===== config.mk =====
export PLATFORM = sky130hd
export DESIGN_NAME = utf8_validating_decoder
export DESIGN_NICKNAME = d
export VERILOG_FILES = /design/src/rtl/core/u8vd_pkg.sv /design/src/rtl/core/u8vd_front.sv /design/src/rtl/core/u8vd_queue.sv /design/src/rtl/core/u8vd_back.sv /design/src/rtl/core/utf8_validating_decoder.sv
export VERILOG_INCLUDE_DIRS = /design/src /design/src/rtl/core
export SDC_FILE = /design/constraint.sdc
export NUM_CORES = 1
export LEC_CHECK = 0
export BUFFER_PORTS_ARGS = -buffer_cell sky130_fd_sc_hd__buf_4
export CORE_MARGIN = 5
export CORE_UTILIZATION = 45
export CTS_CLUSTER_DIAMETER = 200
export CTS_CLUSTER_SIZE = 24
export DETAILED_ROUTE_END_ITERATION = 10
export PLACE_DENSITY = 0.59
export SLEW_MARGIN = 20
export SYNTH_ARGS = -nofsm -noshare
export SYNTH_HDL_FRONTEND = slang
export SYNTH_HIERARCHICAL = 1
export SYNTH_SLANG_ARGS = --single-unit

===== constraint.sdc =====
create_clock -name clk -period 3.9 [get_ports clk]
set_clock_uncertainty 0.1 [all_clocks]
set_input_delay 0.195 -clock clk [delete_from_list [all_inputs] [get_ports clk]]
set_output_delay 0.195 -clock clk [all_outputs]
set_load 0.005 [all_outputs]

===== src/rtl/core/utf8_validating_decoder_macros.svh =====
// Assertion macros for the UTF-8 validating decoder.
// Used by the top level; relies on clk and rst_n being in scope.
`ifndef UTF8_VALIDATING_DECODER_MACROS_SVH
`define UTF8_VALIDATING_DECODER_MACROS_SVH

// Same-cycle implication, disabled while in reset.
`define U8VD_ASSERT_IMP(label, ante, cons, msg) \
  label: assert property (@(posedge clk) disable iff (!rst_n) (ante) |-> (cons)) \
    else $error(msg);

// Next-cycle implication, disabled while in reset.
`define U8VD_ASSERT_NXT(label, ante, cons, msg) \
  label: assert property (@(posedge clk) disable iff (!rst_n) (ante) |=> (cons)) \
    else $error(msg);

`endif


===== src/rtl/core/u8vd_pkg.sv =====
// Shared types and constants of the UTF-8 validating decoder.
// No dependencies; used by every module of the block.
`default_nettype none

package u8vd_pkg;

  localparam int QDEPTH = 4;
  localparam int QPTR_W = $clog2(QDEPTH);
  localparam int QCNT_W = $clog2(QDEPTH + 1);

  localparam logic [20:0] MAX_SCALAR   = 21'h10FFFF;
  localparam logic [20:0] SURR_LO      = 21'h00D800;
  localparam logic [20:0] SURR_HI      = 21'h00DFFF;
  localparam logic [7:0]  CONT_MASK    = 8'hC0;
  localparam logic [7:0]  CONT_TAG     = 8'h80;
  localparam logic [5:0]  PAYLOAD_MASK = 6'h3F;
  localparam logic [7:0]  CTRL_LIMIT   = 8'h20;

  typedef enum logic [1:0] {
    ST_VALID   = 2'd0,
    ST_INVALID = 2'd1,
    ST_TRUNC   = 2'd2
  } status_t;

  // What kind of result a slot describes.
  typedef enum logic [1:0] {
    SLOT_ASCII = 2'd0,  // single-byte character
    SLOT_CLOSE = 2'd1,  // pending char closed by a new non-continuation byte
    SLOT_END   = 2'd2   // pending char closed by end of text
  } slot_kind_t;

  // Snapshot of one character to be finished by the back end.
  typedef struct packed {
    slot_kind_t  kind;
    logic [20:0] value;
    logic [2:0]  seen;
    logic [2:0]  expected;
    logic [4:0]  pbc;
    logic        lead_bad;
  } slot_t;

  // One queue entry: everything one input byte causes (1 or 2 results).
  typedef struct packed {
    logic [1:0]      cnt;
    slot_t [1:0]     slot;
  } rec_t;

  typedef struct packed {
    logic not_empty;
    logic full;
  } qstat_t;

  function automatic slot_t make_slot(slot_kind_t kind, logic [20:0] value,
                                      logic [2:0] seen, logic [2:0] expected,
                                      logic [4:0] pbc, logic lead_bad);
    slot_t s;
    s.kind     = kind;
    s.value    = value;
    s.seen     = seen;
    s.expected = expected;
    s.pbc      = pbc;
    s.lead_bad = lead_bad;
    return s;
  endfunction

endpackage

`default_nettype wire


===== src/rtl/core/u8vd_front.sv =====
// Front end: accepts text bytes, tracks the pending character and emits
// one queue record per byte that causes results. Uses u8vd_pkg.
`default_nettype none

module u8vd_front (
  input  wire logic           clk,
  input  wire logic           rst_n,
  input  wire logic           accept,
  input  wire logic [7:0]     text_byte,
  input  wire logic           end_of_text,
  output u8vd_pkg::rec_t      rec,
  output logic                push
);

  logic        pend_r,  pend_nxt;
  logic [2:0]  exp_r,   exp_nxt;
  logic [2:0]  seen_r,  seen_nxt;
  logic [20:0] value_r, value_nxt;
  logic [4:0]  pbc_r,   pbc_nxt;
  logic        lb_r,    lb_nxt;

  logic        is_cont;
  logic [2:0]  seen_inc;
  logic [2:0]  lead_e;
  logic [20:0] lead_val;
  logic [1:0]  cnt;

  assign is_cont  = (text_byte & u8vd_pkg::CONT_MASK) == u8vd_pkg::CONT_TAG;
  assign seen_inc = (seen_r < 3'd7) ? seen_r + 3'd1 : seen_r;

  // Announced length: 1 plus the run of ones after the top bit, capped at 5.
  always_comb begin
    if (!text_byte[6])      lead_e = 3'd1;
    else if (!text_byte[5]) lead_e = 3'd2;
    else if (!text_byte[4]) lead_e = 3'd3;
    else if (!text_byte[3]) lead_e = 3'd4;
    else                    lead_e = 3'd5;
  end

  assign lead_val = {13'd0, text_byte & (8'hFF >> lead_e)};

  always_comb begin
    pend_nxt  = pend_r;
    exp_nxt   = exp_r;
    seen_nxt  = seen_r;
    value_nxt = value_r;
    pbc_nxt   = pbc_r;
    lb_nxt    = lb_r;
    rec       = '0;
    cnt       = 2'd0;
    if (accept) begin
      if (is_cont && pend_r) begin
        seen_nxt = seen_inc;
        if (seen_inc <= 3'd4) begin
          value_nxt = {value_r[14:0], text_byte[5:0] & u8vd_pkg::PAYLOAD_MASK};
          pbc_nxt   = pbc_r + 5'd6;
        end
      end else begin
        if (pend_r) begin
          rec.slot[cnt[0]] = u8vd_pkg::make_slot(u8vd_pkg::SLOT_CLOSE, value_r, seen_r,
                                                 exp_r, pbc_r, lb_r);
          cnt = cnt + 2'd1;
        end
        if (!text_byte[7]) begin
          rec.slot[cnt[0]] = u8vd_pkg::make_slot(u8vd_pkg::SLOT_ASCII,
                                                 {13'd0, text_byte}, 3'd1, 3'd1,
                                                 5'd0, 1'b0);
          cnt       = cnt + 2'd1;
          pend_nxt  = 1'b0;
          exp_nxt   = 3'd0;
          seen_nxt  = 3'd0;
          value_nxt = '0;
          pbc_nxt   = 5'd0;
          lb_nxt    = 1'b0;
        end else begin
          pend_nxt  = 1'b1;
          exp_nxt   = lead_e;
          seen_nxt  = 3'd1;
          value_nxt = lead_val;
          pbc_nxt   = 5'd7 - {2'd0, lead_e};
          lb_nxt    = (lead_e == 3'd1) || (lead_e > 3'd4) ||
                      ((lead_e == 3'd2) && (lead_val <= 21'd1));
        end
      end
      // End of text closes whatever is still open.
      if (end_of_text && pend_nxt) begin
        rec.slot[cnt[0]] = u8vd_pkg::make_slot(u8vd_pkg::SLOT_END, value_nxt, seen_nxt,
                                               exp_nxt, pbc_nxt, lb_nxt);
        cnt       = cnt + 2'd1;
        pend_nxt  = 1'b0;
        exp_nxt   = 3'd0;
        seen_nxt  = 3'd0;
        value_nxt = '0;
        pbc_nxt   = 5'd0;
        lb_nxt    = 1'b0;
      end
    end
    rec.cnt = cnt;
  end

  assign push = accept && (cnt != 2'd0);

  always_ff @(posedge clk) begin
    if (!rst_n) begin
      pend_r  <= 1'b0;
      exp_r   <= 3'd0;
      seen_r  <= 3'd0;
      value_r <= '0;
      pbc_r   <= 5'd0;
      lb_r    <= 1'b0;
    end else begin
      pend_r  <= pend_nxt;
      exp_r   <= exp_nxt;
      seen_r  <= seen_nxt;
      value_r <= value_nxt;
      pbc_r   <= pbc_nxt;
      lb_r    <= lb_nxt;
    end
  end

endmodule

`default_nettype wire


===== src/rtl/core/u8vd_queue.sv =====
// Short record queue between front and back end of the decoder.
// Uses u8vd_pkg for the record type and depth.
`default_nettype none

module u8vd_queue (
  input  wire logic           clk,
  input  wire logic           rst_n,
  input  wire logic           push,
  input  wire u8vd_pkg::rec_t rec_in,
  input  wire logic           pop,
  output u8vd_pkg::rec_t      rec_out,
  output u8vd_pkg::qstat_t    qstat
);

  u8vd_pkg::rec_t mem_r [u8vd_pkg::QDEPTH];

  logic [u8vd_pkg::QPTR_W-1:0] wr_ptr_r, wr_ptr_nxt;
  logic [u8vd_pkg::QPTR_W-1:0] rd_ptr_r, rd_ptr_nxt;
  logic [u8vd_pkg::QCNT_W-1:0] count_r,  count_nxt;

  always_comb begin
    wr_ptr_nxt = push ? wr_ptr_r + u8vd_pkg::QPTR_W'(1) : wr_ptr_r;
    rd_ptr_nxt = pop  ? rd_ptr_r + u8vd_pkg::QPTR_W'(1) : rd_ptr_r;
    count_nxt  = count_r;
    if (push && !pop)      count_nxt = count_r + u8vd_pkg::QCNT_W'(1);
    else if (!push && pop) count_nxt = count_r - u8vd_pkg::QCNT_W'(1);
  end

  assign rec_out         = mem_r[rd_ptr_r];
  assign qstat.not_empty = count_r != '0;
  assign qstat.full      = count_r == u8vd_pkg::QCNT_W'(u8vd_pkg::QDEPTH);

  always_ff @(posedge clk) begin
    if (push) begin
      mem_r[wr_ptr_r] <= rec_in;
    end
  end

  always_ff @(posedge clk) begin
    if (!rst_n) begin
      wr_ptr_r <= '0;
      rd_ptr_r <= '0;
      count_r  <= '0;
    end else begin
      wr_ptr_r <= wr_ptr_nxt;
      rd_ptr_r <= rd_ptr_nxt;
      count_r  <= count_nxt;
    end
  end

endmodule

`default_nettype wire


===== src/rtl/core/u8vd_back.sv =====
// Back end: walks the slots of each queued record, grades each character
// and drives the registered result stream. Uses u8vd_pkg.
`default_nettype none

module u8vd_back (
  input  wire logic             clk,
  input  wire logic             rst_n,
  input  wire u8vd_pkg::rec_t   rec,
  input  wire u8vd_pkg::qstat_t qstat,
  output logic                  pop,
  output logic                  out_valid,
  input  wire logic             out_ready,
  output logic [20:0]           out_cp,
  output logic [2:0]            out_len,
  output u8vd_pkg::status_t     out_status,
  output logic                  out_last
);

  logic                idx_r, idx_nxt;
  logic                valid_r, valid_nxt;
  logic [20:0]         cp_r;
  logic [2:0]          len_r;
  u8vd_pkg::status_t   st_r, st_cur;
  logic                last_r;

  u8vd_pkg::slot_t     s;
  logic                load;
  logic                is_last;
  logic [4:0]          shamt;
  logic                overlong;
  logic                bad;

  assign s       = rec.slot[idx_r];
  assign is_last = {1'b0, idx_r} == (rec.cnt - 2'd1);
  assign load    = qstat.not_empty && (!valid_r || out_ready);
  assign pop     = load && is_last;

  // Overlong: value fits in five fewer bits than the encoding carried.
  assign shamt    = s.pbc - 5'd5;
  assign overlong = (s.pbc >= 5'd5) && ((s.value >> shamt) == '0);
  assign bad      = s.lead_bad || (s.seen != s.expected) ||
                    (s.value > u8vd_pkg::MAX_SCALAR) ||
                    ((s.value >= u8vd_pkg::SURR_LO) && (s.value <= u8vd_pkg::SURR_HI)) ||
                    overlong;

  always_comb begin
    unique case (s.kind)
      u8vd_pkg::SLOT_ASCII: begin
        st_cur = (s.value[7:0] < u8vd_pkg::CTRL_LIMIT) ? u8vd_pkg::ST_INVALID
                                                        : u8vd_pkg::ST_VALID;
      end
      u8vd_pkg::SLOT_END: begin
        if (!s.lead_bad && (s.seen < s.expected)) st_cur = u8vd_pkg::ST_TRUNC;
        else st_cur = bad ? u8vd_pkg::ST_INVALID : u8vd_pkg::ST_VALID;
      end
      default: begin
        st_cur = bad ? u8vd_pkg::ST_INVALID : u8vd_pkg::ST_VALID;
      end
    endcase
  end

  always_comb begin
    idx_nxt   = idx_r;
    valid_nxt = valid_r;
    if (load) begin
      idx_nxt   = is_last ? 1'b0 : 1'b1;
      valid_nxt = 1'b1;
    end else if (out_ready) begin
      valid_nxt = 1'b0;
    end
  end

  always_ff @(posedge clk) begin
    if (!rst_n) begin
      idx_r   <= 1'b0;
      valid_r <= 1'b0;
    end else begin
      idx_r   <= idx_nxt;
      valid_r <= valid_nxt;
    end
  end

  always_ff @(posedge clk) begin
    if (load) begin
      cp_r   <= s.value;
      len_r  <= s.seen;
      st_r   <= st_cur;
      last_r <= is_last;
    end
  end

  assign out_valid  = valid_r;
  assign out_cp     = cp_r;
  assign out_len    = len_r;
  assign out_status = st_r;
  assign out_last   = last_r;

endmodule

`default_nettype wire


===== src/rtl/core/utf8_validating_decoder.sv =====
// Top level of the UTF-8 validating decoder: front end, record queue, back end.
// Depends on u8vd_pkg, u8vd_front, u8vd_queue, u8vd_back and the macros header.
`default_nettype none

// UTF-8 validating decoder. Takes one text byte per request on the in_ stream
// (in_tlast marks the last byte of a text) and gives one result per character
// on the out_ stream: code point, byte count (saturating at 7) and status
// (0 valid, 1 invalid, 2 truncated at end of text); out_tlast marks the final
// result caused by one input byte. A byte is accepted every cycle while the
// four-entry record queue has room; a byte causes zero, one or two results,
// and the result register issues one result per cycle while the receiver is
// ready, so the queue absorbs the difference. The first result of a byte
// passes through the record queue and then the result register. A
// continuation byte that completes nothing gives no result until the
// character closes, either on the next non-continuation byte or at end of
// text. Results of one text and the next follow with no gap or flush needed.

`include "utf8_validating_decoder_macros.svh"

module utf8_validating_decoder (
  input  wire logic        clk,
  input  wire logic        rst_n,
  input  wire logic        in_tvalid,
  output logic             in_tready,
  input  wire logic [7:0]  in_tdata,   // [7:0] text_byte
  input  wire logic        in_tlast,   // end_of_text
  output logic             out_tvalid,
  input  wire logic        out_tready,
  output logic [31:0]      out_tdata,  // [20:0] code_point, [23:21] char_length,
                                       // [25:24] status, [31:26] zero
  output logic             out_tlast   // last_of_run
);

  u8vd_pkg::rec_t    f_rec;
  u8vd_pkg::rec_t    q_rec;
  u8vd_pkg::qstat_t  qstat;
  logic              push;
  logic              pop;
  logic              in_accept;

  logic [20:0]       cp;
  logic [2:0]        len;
  u8vd_pkg::status_t st;

  assign in_tready = !qstat.full;
  assign in_accept = in_tvalid && in_tready;

  u8vd_front u_front (
    .clk         (clk),
    .rst_n       (rst_n),
    .accept      (in_accept),
    .text_byte   (in_tdata),
    .end_of_text (in_tlast),
    .rec         (f_rec),
    .push        (push)
  );

  u8vd_queue u_queue (
    .clk     (clk),
    .rst_n   (rst_n),
    .push    (push),
    .rec_in  (f_rec),
    .pop     (pop),
    .rec_out (q_rec),
    .qstat   (qstat)
  );

  u8vd_back u_back (
    .clk        (clk),
    .rst_n      (rst_n),
    .rec        (q_rec),
    .qstat      (qstat),
    .pop        (pop),
    .out_valid  (out_tvalid),
    .out_ready  (out_tready),
    .out_cp     (cp),
    .out_len    (len),
    .out_status (st),
    .out_last   (out_tlast)
  );

  assign out_tdata = {6'd0, st, len, cp};

  // Truncation only comes from the end-of-text close, which is always last.
  `U8VD_ASSERT_IMP(a_trunc_is_last, out_tvalid && (st == u8vd_pkg::ST_TRUNC), out_tlast, "truncated result not marked last")

  // A valid character never exceeds the scalar range.
  `U8VD_ASSERT_IMP(a_valid_in_range, out_tvalid && (st == u8vd_pkg::ST_VALID), cp <= u8vd_pkg::MAX_SCALAR, "valid result out of range")

  // A valid one-byte character is ASCII from 20h up to 7Fh.
  `U8VD_ASSERT_IMP(a_ascii_valid, out_tvalid && (st == u8vd_pkg::ST_VALID) && (len == 3'd1), (cp >= 21'h20) && (cp < 21'h80), "bad one-byte valid result")

  // An accepted ASCII byte always leaves a record in the queue.
  `U8VD_ASSERT_NXT(a_ascii_queued, in_accept && !in_tdata[7], qstat.not_empty, "ASCII byte left no record")

endmodule

`default_nettype wire


======== Word-level counts from Yosys, hierarchy flattened ========
Memory sizes are Yosys's and may differ from the RTL's. A register that Yosys moved wholly into a read port is not among the register bits.
Cells that the tools add are included.
operators by class
  add/subtract/negate cells ............... 11
  $lt $le $gt $ge ......................... 15
  equality and inequality tests ........... 7
  shift operators ......................... 2
  muxes and demuxes ....................... 68
  bitwise logic cells ..................... 1
  reduce and logical (&&, ||, !) cells .... 32
operators with widths
  cell                                                              count
  2-to-1 mux 70 bit                                                 5
  2-to-1 mux 35 bit                                                 6
  bitwise mux 70 bit                                                2
  2-to-1 mux 21 bit                                                 4
  demux 35 bit (select 1 bit)                                       2
  2-to-1 mux 3 bit                                                  13
  2-to-1 mux 34 bit                                                 1
  2-to-1 mux 5 bit                                                  5
  >= comparator 21 x 16 -> 1 bit, second input constant             1
  > comparator 21 bit, second input constant                        1
  less-or-equal comparator 21 x 16 -> 1 bit, second input constant  1
  logical NOT 21 bit                                                1
  >> shifter 21 x 5 -> 21 bit                                       1
  2-to-1 mux 2 bit                                                  10
  2-to-1 mux 1 bit                                                  18
  logical AND 1 bit                                                 14
  adder 2 x 1 -> 2 bit, second input constant                       4
  bitwise AND 8 bit                                                 1
  less-or-equal comparator 8 x 1 -> 1 bit, second input constant    1
  < comparator 8 x 6 -> 1 bit, second input constant                1
  2-to-1 mux 8 bit                                                  1
  >> shifter 8 x 3 -> 8 bit, first input constant                   1
  logical OR 1 bit                                                  7
  adder 3 x 1 -> 3 bit, second input constant                       2
  23 further kinds                                                  33
word-level totals
  flip-flop bits (word level) ............. 70
  bits in writable memories ............... 288
  bits of input ports ..................... 13
  output and inout bits ................... 35
  logic and storage cells ................. 152
  memories kept ........................... 1
memories
  name           depth  bits a word  rd ports  clocked after Yosys merged registers in  write ports  line              text
  u_queue.mem_r  4      72           1         1                                        1            u8vd_queue.sv:15  u8vd_pkg::rec_t mem_r [u8vd_pkg::QDEPTH];

======== Longest topological paths before layout ========
Gate-level depths: netlist (run 1).
  word-level depth ........................ 17
  gate-level depth with buffers ........... 13
  depth with buffers taken out ............ 12

======== Cells and area by module ========
Netlist (run 1), hierarchy kept.
modules (own cells, without submodules)
  module                   instances  cells each  area each (µm²)  seq. area each (µm²)
  u8vd_queue               1          419         10,914.2         8,828.5
  u8vd_front               1          405         2,931.6          680.7
  u8vd_back                1          171         1,978.1          850.8
  utf8_validating_decoder  1          9           58.8             0.0

======== Least setup slack after synthesis (run 1) ========
No wires, ideal clock.
  kind .................................... input to register
  start point ............................. in in_tdata[7]
  end point ............................... mem u_queue/mem_r[0][0] (netlist bit) (enable)
  setup time .............................. 0.438 ns
  arrival ................................. 3.259 ns
  data required time ...................... 3.362 ns
  path slack .............................. 0.103 ns
  stages .................................. 7
  buffers on the path ..................... 1
  cells stage by stage .................... inv_1 > buf_2 > ha_1 > nand2_1 > ha_1 > a21oi_1 > and2_1
between the ends
  word-level cells in the longest chain between the ends .. 11
  elaborated cells between the ends (all ways) .. 16
ends and longest elaborated chain
  what                                                       line                                text
  start, declared                                            utf8_validating_decoder.sv:25       input wire logic [7:0] in_tdata,
  == test 2 bit                                              u8vd_front.sv:28                    assign is_cont = (text_byte & u8vd_pkg::CONT_MASK) == u8vd_pkg::CONT_TAG;
  logical AND 1 bit                                          u8vd_front.sv:52                    if (is_cont && pend_r) begin
  2-to-1 mux 2 bit or 2-to-1 mux 1 bit (tied branches)       u8vd_front.sv:52
  2-to-1 mux 2 bit or 2-to-1 mux 1 bit (tied branches)       u8vd_front.sv:51                    if (accept) begin
  adder 2 x 1 -> 2 bit or logical AND 1 bit (tied branches)  u8vd_front.sv:89, u8vd_front.sv:86
  2-to-1 mux 2 bit (*)                                       u8vd_front.sv:86                    if (end_of_text && pend_nxt) begin
  2-to-1 mux 2 bit (*)                                       u8vd_front.sv:51
  nonzero test 2 bit (*)                                     u8vd_front.sv:101                   assign push = accept && (cnt != 2'd0);
  logical AND 1 bit (*)                                      u8vd_front.sv:101
  named net push                                             utf8_validating_decoder.sv:37       logic push;
  2-to-1 mux 1 bit (*)                                       u8vd_queue.sv:34                    if (push) begin
  2-to-1 mux 1 bit (implied by the code) (*)                 u8vd_queue.sv:35                    mem_r[wr_ptr_r] <= rec_in;
  end, declared                                              u8vd_queue.sv:15
The timed path passes the listed nets; every way through them passes the cells marked *. The select of a mux whose other input is x is not followed.

==> metrics, run 1 <==
drt total wl=between 30 and 40 mm; Yosys warning count=6; routed vias/inst=between 5 and 6; Final #Nets=roughly 1100; first-pass GRT wire length=approximately 51 mm; period utilization=0.908; Ports=48; sw frac=0.291; initial antenna violation count=0; Rel. slew slack=0.426; vias in the first global route=about 8500; Routed Antenna Nets=0; Switch Pwr=2.87 mW; Yosys reg bits=360; logic gate share of total power=0.297; top-area cell type share of the netlist area=0.596; Pre-antenna DRT Iters=7; row count=68; Slew Limit Fails=0; commonest cells in the netlist=315 x edfxtp_1, 70 x mux4_2, 67 x nor2_1; asr flop ratio synth=0; Synth area leaders=edfxtp_1 60%, mux4_2 9.9%, dfxtp_1 5.7%; CTS sink cnt=360; dpl hpwl=about 22 mm; Worst Path Required=slightly above 4000 ps; Gate Count Post-Synth=1004; layout cells sized above 1=0.204; worst hold slack=28.1 ps; average routed wire per standard cell=about 22 um; Fill cells=between 2000 and 3000; Seq/Total Area, Yosys=0.652; Synth area leader=edfxtp_1; minimum clock period=between 3000 and 4000 ps; P&R area growth vs syn=8.68%; Setup TNS=0 ps; dpl cells=approximately 1500; max_cap viols=0; Antenna Cells=0; Slew @ Worst Pin=852 ps; Leak=about 5.6 nW; Reg2Reg Setup Slack=approximately 360 ps; Iter 0 DRT Violations=roughly 700; GRT overflow=0; Vias=roughly 8500; path type of the worst setup path=flip-flop to flip-flop; worst vdd ir=around 0.28 mV; Starting Density=0.458; CTS buffer count=18; total internal power=approximately 7 mW; hold depth=2; worst path arrival time=around 3800 ps; Post-route DRC=0; worst r2r path cells=10; worst hold path class=input pin to flip-flop; Port Buffer Count=just over 40; CTS Root Cell=clkbuf_16; RSZ-0062 raised after global routing=false; clock power share=0.209; power per cell area=between 500 and 600 mW/mm^2; CTS Buffer Depth=3; Chip Height=198 um; status=completed; die area=about 0.039 mm^2; register share of total power=0.494; CP max FO=33; Hold Vio Cnt, Final=0; CTS H-tree depth=1; largest net degree at the start of global routing=71; Clock Latency Late Sink=between 500 and 600 ps; Post-synth EDFFs=~320; Post-Synthesis Cell Area=0.0159 mm^2; most frequent cell after synthesis=edfxtp_1; Core Area=between 0.03 and 0.04 mm^2; Worst-path clk slew=approximately 100 ps; GRT Total Usage=0.168; Distinct cells, synth=84; Startpoint Class=flip-flop; Die X=198 um; Finished Layout Cells=1519; CP endpoint kind=flip-flop; ys flop type=edfxtp_1; setup violators final=0; GP Congestion=0.857; Mapped Avg Cell Area=between 15 and 20 um^2; CTS tree=built; Max Freq=between 200 and 300 MHz
[final timing paths]
path | startpoint | to
worst min register to register | u_queue/count_r[2]$_SDFFE_PN0P_ | u_queue/count_r[2]$_SDFFE_PN0P_
worst max register to register | flip-flop | u_back/out_status[0]$_DFFE_PP_
worst max-delay path | flip-flop | u_back/out_status[0]$_DFFE_PP_
worst min-delay path | in_tdata[4] | u_queue/mem_r[0][51]$_DFFE_PP_
[state kept, by name (all words and copies together), names as in the netlist, named ones only]
register,flops
u_queue/rd_ptr_r,2
u_back/out_status,2
u_front/pbc_r,5
u_back/out_valid,1
u_front/value_r,21
u_front/lb_r,1
u_back/out_last,1
u_queue/count_r,3
u_front/pend_r,1
u_front/exp_r,3
u_back/out_cp,21
u_queue/mem_r,288
u_back/out_len,3
u_front/seen_r,3
u_back/idx_r,1
u_queue/wr_ptr_r,2
[cell type report]
type                       count  area, um^2  area share
timing repair buffer          85         781      0.0452
inverter                      32         120     0.00696
multi-input combinational    555        4900       0.284
tap                          455         569      0.0330
sequential                   360       10400       0.601
clock buffer                  32         524      0.0304
[layout by cell type (no fill, tap or decap), drive strengths merged, types with 3 or more instances in the layout]
master,Yosys,routed
a21o,4,4
a21oi,55,55
a222oi,6,6
a22o,5,5
a22oi,12,12
a2bb2oi,4,4
a31oi,3,3
a32oi,3,3
and2,15,15
buf,63,78
clkbuf,16,32
conb,2,24
dfxtp,45,45
dlygate4sd3,0,7
edfxtp,315,315
ha,17,17
inv,29,30
mux2,17,17
mux2i,40,40
mux4,72,72
nand2,32,32
nand2b,9,9
nand3,16,16
nand4,4,4
nor2,70,70
nor2b,21,21
nor3,36,36
nor3b,5,5
nor4,4,4
o211ai,4,4
o21ai,11,11
o2bb2a,3,3
o2bb2ai,5,5
o31ai,4,4
or3,5,5
or4,5,5
xnor2,5,5
xor2,6,6
[worst max-delay path, cell delays in order (launching register included)]
cell and delay [ps]:
dfxtp_4 440, buf_12 290, mux4_2 550, mux2_4 390, clkinv_1 90, ha_1 310
inv_1 190, nor3_1 80, a2111oi_1 500, nand2_1 110, o31ai_1 270
[metal layers]
layer / vias up / GRT usage / part of all wire
li1: 3960 / - / -
met4: 0 / 0.0245 / 0.0099
met1: 4364 / 0.249 / 0.46
met3: 25 / 0.0199 / 0.046
met5: - / 0 / 0
met2: 199 / 0.276 / 0.49
[what timing repair did]
action	4_1_cts	5_1_grt
setup buffers	0	0
hold buffers	7	0
resized for setup	0	0
endpoints found under the hold margin	22	0
[cells by family (layout without fill, tap and decap cells)]
group	Yosys count	count (layout)	share of synthesized area
xor gates and xnor gates	11	11	0.00607
muxes	129	129	0.141
DFF	360	360	0.652
AOI/OAI and AO/OA	140	140	0.0635
other	2	24	0.000473
buffers and inverters	111	149	0.0453
adders and majority gates	18	18	0.0147
and+or+nand+nor	233	233	0.0763
[metrics by stage]
stage          power, mW  utilization  setup slack, ps  cell area [um^2]
2_1_floorplan       7.08            -              103             16000
3_3_place_gp        7.91        0.480              381             16700
3_5_place_dp        7.94        0.480              393             16700
4_1_cts             10.0        0.497              355             17300
5_1_grt             10.4        0.497              116             17300
6_report            9.87        0.497              360             17300
[power groups by stage]
stage               clock, mW  sequential (mW)  combinational [mW]
floorplan                   0             4.92                2.16
global placement            0             4.97                2.94
detailed placement          0             4.98                2.96
CTS                      2.13             4.89                2.98
global route             2.29             4.92                3.20
finish                   2.06             4.88                2.93
No activity file was read; power rests on OpenSTA's default activity.
==> run 2, diff against run 1 <==
--- a/config.mk
+++ b/config.mk
@@ -12,7 +12,7 @@
 export CTS_CLUSTER_DIAMETER = 200
 export CTS_CLUSTER_SIZE = 24
 export DETAILED_ROUTE_END_ITERATION = 10
-export PLACE_DENSITY = 0.59
+export PLACE_DENSITY = 0.75
 export SLEW_MARGIN = 20
 export SYNTH_ARGS = -nofsm -noshare
 export SYNTH_HDL_FRONTEND = slang
==> run 2 against run 1 <==
Compared with the run above: core utilization shrank 0.27 points; wire length shrank 1.4%; power shrank 0.70%; critical path type unchanged; highest routed layer unchanged; via count grew 2.3%; critical path depth grew 1; global-route usage shrank 0.30 points; final area shrank 0.54%.
==> metrics, run 2 (synthesized netlist as in run 1, its figures left out) <==
Vias=8748 (+2.3%); CP max FO=12 (-64%); CTS buffer count=18 (unchanged); Routed Antenna Nets=0 (unchanged); row count=68 (unchanged); Reg2Reg Setup Slack=550 ps (+190 ps); Slew @ Worst Pin=1060 ps (+203 ps); CP peak stage delay=510 ps (-40 ps); P&R area growth vs syn=8.10%; Startpoint Class=flip-flop; Multi-input gate area=0.00490 mm^2 (unchanged); CTS sink cnt=360 (unchanged); critical path's top delay family=multiplexers; register area=0.0104 mm^2 (unchanged); Slew Limit Fails=0 (unchanged); postcts setup bufs=0 (unchanged); CTS Buffer Depth=3 (unchanged); crit-path cells=buf_4, mux4_2, mux2i_1, ha_1, nor2b_1, o21ai_0, nor4bb_1, buf_4, a2111oi_1, a32oi_1, o31ai_1; CTS H-tree depth=1 (unchanged); power per cell area=571 mW/mm^2 (-0.16%); minimum clock period=3350 ps (-191 ps); vias in the first global route=8687 (+2.2%); WP depth=11 (+1); max FFs per register=288 (unchanged); Antenna Cells=0 (unchanged); Fill cells=2871 (-2.0%); dpl hpwl=21.2 mm (-3.3%); CTS Root Cell=clkbuf_16; drt total wl=32.6 mm (-1.4%); CTS tree=built; GRT overflow=0 (unchanged); CP endpoint kind=flip-flop; setup violators final=0 (unchanged); Ports=48 (unchanged); Leak=5.56 nW (-0.77%); Hold Vio Cnt, Final=0 (unchanged); worst vdd ir=0.313 mV (+11%); path type of the worst setup path=flip-flop to flip-flop; most frequent cells in the layout=315 x edfxtp_1, 70 x mux4_2, 67 x nor2_1, 65 x buf_4, 53 x a21oi_1; CP most frequent cell=buf_4; Rel. slew slack=0.287 (-0.139); die area=0.0392 mm^2 (unchanged); hold_sp=in_tdata[4]; worst hold slack=31.7 ps (+3.58 ps); GP Congestion=0.875 (+2.2%); Biggest register=u_queue/mem_r; average routed wire per standard cell=21.5 um (-0.89%); CP max stage cell=mux4_2; initial antenna violation count=0 (unchanged); status=completed; hold depth=2 (unchanged); Pre-antenna DRT Iters=5 (-2); period utilization=0.859 (-0.0490); FF-to-FF End=u_back/out_status[0]$_DFFE_PP_; Post-route DRC=0 (unchanged); RSZ-0062 raised after global routing=false; worst path arrival time=3520 ps (-260 ps); dpl cells=1474 (-0.41%); hold worst-path end=u_queue/mem_r[2][51]$_DFFE_PP_; Finished Layout Cells=1512 (-0.46%); worst hold path class=input pin to flip-flop; max_cap viols=0 (unchanged); first-pass GRT wire length=50.7 mm (-0.74%); CP Buf/Inv Count=2 (-1); Setup TNS=0 ps (unchanged); largest net degree at the start of global routing=73 (+2.8%); Core Area=0.0347 mm^2 (unchanged); Port Buffer Count=41 (unchanged); Chip Height=198 um (unchanged); most common cell after layout, fill and taps aside=edfxtp_1; layout cells sized above 1=0.200 (-0.00433); Final #Nets=1076 (-0.65%); routed vias/inst=5.79 (+2.8%); Worst-path clk slew=100 ps (about the same); Clock Latency Late Sink=510 ps (about the same); Worst Path Required=4070 ps (-70 ps); Iter 0 DRT Violations=1018 (+45%); Starting Density=0.458 (unchanged); Die X=198 um (unchanged); worst r2r path cells=11 (+1); Max Freq=299 MHz (+5.7%); GRT Total Usage=0.165 (-0.00296)
run 2: changes by cell type in the layout (fill, tap and decap cells not counted):
cell	previous run	this run
buf_12	10	7
buf_4	68	65
dlygate4sd3_1	7	6
run 2: final cells by class:
type / count / area share
Clock buffer: 32 / 0.0305
Inverter: 32 / 0.00700
Multi-Input combinational cell: 555 / 0.285
Sequential cell: 360 / 0.604
Tap cell: 455 / 0.0332
Timing Repair Buffer: 78 / 0.0401
run 2: worst max path at each step:
stage	endpoint	slack, ps	start
2_1_floorplan	u_queue/mem_r[0][0]$_DFFE_PP_	100	in_tdata[7]
3_3_place_gp	u_back/out_status[0]$_DFFE_PP_	570	flip-flop
3_5_place_dp	u_back/out_status[0]$_DFFE_PP_	520	flip-flop
4_1_cts	u_back/out_status[0]$_DFFE_PP_	500	flip-flop
5_1_grt	u_back/out_status[0]$_DFFE_PP_	270	flip-flop
6_report	u_back/out_status[0]$_DFFE_PP_	550	flip-flop
run 2: metal layers:
metal | GRT usage | share of wire
met5 | 0 | 0
met4 | 0.0390 | 0.023
met3 | 0.0225 | 0.061
met2 | 0.272 | 0.49
met1 | 0.235 | 0.42
run 2: stage by stage:
stage	power [mW]	setup slack, ps	util	area (um^2)
floorplan	7.08	103	-	16000
global placement	7.80	568	0.478	16600
detailed placement	7.87	516	0.478	16600
CTS	9.91	504	0.495	17200
global route	10.3	274	0.495	17200
finish	9.80	551	0.495	17200
run 2: timing repair:
item                      4_1_cts  5_1_grt
resized for setup               0        0
hold endpoints to repair       32        0
hold buffers                    6        0
run 2: power by group:
part / internal, mW / switching [mW]
Combinational: 1.32 / 1.55
Clock: 0.924 / 1.12
Sequential: 4.71 / 0.182
run 2: worst reg2reg max path: stages (launching register included):
cell and delay, ps:
dfxtp_4 500, buf_4 240, mux4_2 510, mux2i_1 240, ha_1 300, nor2b_1 140, o21ai_0 160, nor4bb_1 320
buf_4 190, a2111oi_1 70, a32oi_1 240, o31ai_1 100
==> run 3, diff against run 2 <==
--- a/config.mk
+++ b/config.mk
@@ -12,7 +12,7 @@
 export CTS_CLUSTER_DIAMETER = 200
 export CTS_CLUSTER_SIZE = 24
 export DETAILED_ROUTE_END_ITERATION = 10
-export PLACE_DENSITY = 0.75
+export PLACE_DENSITY = 0.73
 export SLEW_MARGIN = 20
 export SYNTH_ARGS = -nofsm -noshare
 export SYNTH_HDL_FRONTEND = slang
==> constraint.sdc (replaced) <==
create_clock -name clk -period 4.1 [get_ports clk]
set_clock_uncertainty 0.1 [all_clocks]
set_input_delay 0.205 -clock clk [delete_from_list [all_inputs] [get_ports clk]]
set_output_delay 0.205 -clock clk [all_outputs]
set_load 0.005 [all_outputs]
==> run 3 against run 2 <==
Compared with the run above: combinational power is 6% lower; core utilization hardly changed; worst hold slack better by 9.3 ps; maximum frequency is 2.1% lower; final area hardly changed; count of clock-buffer cells in the layout is 1 lower; global-route usage hardly changed; power is 4.7% lower; final cell count is 0.26% lower; die area stayed put; clock power is 5% lower; critical path type unchanged; largest cell class unchanged.
==> metrics, run 3 (synthesized netlist as in run 1, its figures left out) <==
postcts setup bufs=0 (unchanged); Starting Density=0.458 (unchanged); dpl ws=669 ps (+153 ps); Clock Latency Late Sink=520 ps (about the same); Antenna Cells=0 (unchanged); RSZ-0062 raised after global routing=false; initial antenna violation count=0 (unchanged); Post-route DRC=0 (unchanged); die area=0.0392 mm^2 (unchanged); period utilization=0.834 (-0.0248); largest net degree at the start of global routing=71 (-2.7%); CP max FO=22 (+10); Routed Antenna Nets=0 (unchanged); row count=68 (unchanged); CTS Buffer Depth=3 (unchanged); routed vias/inst=5.79 (about the same); Worst Path Required=4360 ps (+290 ps); CP Buf/Inv Count=2 (unchanged); max_cap viols=0 (unchanged); Rel. slew slack=0.464 (+0.177); Vias=8727 (-0.24%); CTS tree=built; Pre-antenna DRT Iters=6 (+1); most common cell after layout, fill and taps aside=edfxtp_1; GP Congestion=0.865 (-1.1%); P&R area growth vs syn=8.03% (about the same); worst hold slack=40.9 ps (+9.27 ps); Final Power=9.34 mW (-4.7%); Startpoint Class=flip-flop; average routed wire per standard cell=21.4 um (-0.46%); Setup TNS=0 ps (unchanged); Ports=48 (unchanged); dpl cells=1470 (-0.27%); Final #Nets=1073 (-0.28%); dpl hpwl=20.8 mm (-2.1%); CTS Root Cell=clkbuf_16; Hold Vio Cnt, Final=0 (unchanged); Die X=198 um (unchanged); Slew @ Worst Pin=804 ps (-251 ps); critical path's top delay family=multiplexers; CP peak stage delay=650 ps (+140 ps); Chip Height=198 um (unchanged); Biggest register=u_queue/mem_r; minimum clock period=3420 ps (+70.2 ps); worst path arrival time=3680 ps (+160 ps); CTS H-tree depth=1 (unchanged); crit-path cells=mux4_2, mux2_4, clkinv_1, ha_1, inv_1, nor3_1, a2111oi_1, nand2_1, o31ai_1; power per cell area=544 mW/mm^2 (-4.7%); Worst-path clk slew=100 ps (about the same); max FFs per register=288 (unchanged); most frequent cells in the layout=315 x edfxtp_1, 70 x mux4_2, 67 x nor2_1, 60 x buf_4, 53 x a21oi_1; Max Freq=292 MHz (-2.1%); worst vdd ir=0.358 mV (+14%); GRT overflow=0 (unchanged); Leak=5.55 nW (-0.30%); final core area utilization=0.494 (about the same); final setup margin=681 ps (+130 ps); Port Buffer Count=41 (unchanged); worst hold path class=input pin to flip-flop; path type of the worst setup path=flip-flop to flip-flop; Design Area, Final=0.0172 mm^2 (about the same); CTS buffer count=18 (unchanged); CTS sink cnt=360 (unchanged); CP endpoint kind=flip-flop; Finished Layout Cells=1508 (-0.26%); GRT Total Usage=0.165 (about the same); status=completed; Fill cells=2880 (+0.31%); vias in the first global route=8803 (+1.3%); Core Area=0.0347 mm^2 (unchanged); Placed Area=0.0166 mm^2 (-0.11%); setup violators final=0 (unchanged); CP max stage cell=dfxtp_4; Iter 0 DRT Violations=961 (-5.6%); drt total wl=32.3 mm (-0.72%); layout cells sized above 1=0.197 (-0.00304); first-pass GRT wire length=50.7 mm (about the same); Slew Limit Fails=0 (unchanged)
==> run 3: cell count changes in the layout (fill, tap and decap cells not counted), sizes merged <==
cell         delta
buf             -4
clkbuf          -1
dlygate4sd3     +1
==> run 3: final cells by class <==
class	count	area (um^2)	area share
Clock buffer	31	520	0.0303
Timing Repair Buffer	75	681	0.0397
Sequential cell	360	10400	0.604
Multi-Input combinational cell	555	4900	0.285
Tap cell	455	569	0.0332
Inverter	32	120	0.00700
==> run 3: report_power, final <==
part | internal [mW] | total [mW] | switching (mW)
registers | 4.48 | 4.69 | 0.216
clock network | 0.875 | 1.95 | 1.07
logic | 1.26 | 2.69 | 1.43
==> run 3: worst paths after layout <==
kind                                   startpoint                               to  slack (ps)  cells after the start
hold reg to reg   u_queue/count_r[2]$_SDFFE_PN0P_  u_queue/count_r[2]$_SDFFE_PN0P_         430                      2
setup reg to reg                        flip-flop   u_back/out_status[0]$_DFFE_PP_         680                      9
setup / recovery                        flip-flop   u_back/out_status[0]$_DFFE_PP_         680                      9
hold / removal                        in_tdata[4]   u_queue/mem_r[1][51]$_DFFE_PP_          40                      2
==> run 3: repair_timing <==
action / in CTS / in global routing
gates resized for setup: 0 / 0
hold endpoints to repair: 20 / 0
hold buffers: 7 / 0
==> run 3: metal layers <==
metal / routed length, um / vias up / GRT usage
li1: - / 3935 / -
met1: 14000 / 4457 / 0.240
met2: 15700 / 286 / 0.269
met3: 2050 / 49 / 0.0230
met4: 631 / 0 / 0.0347
met5: 0 / - / 0
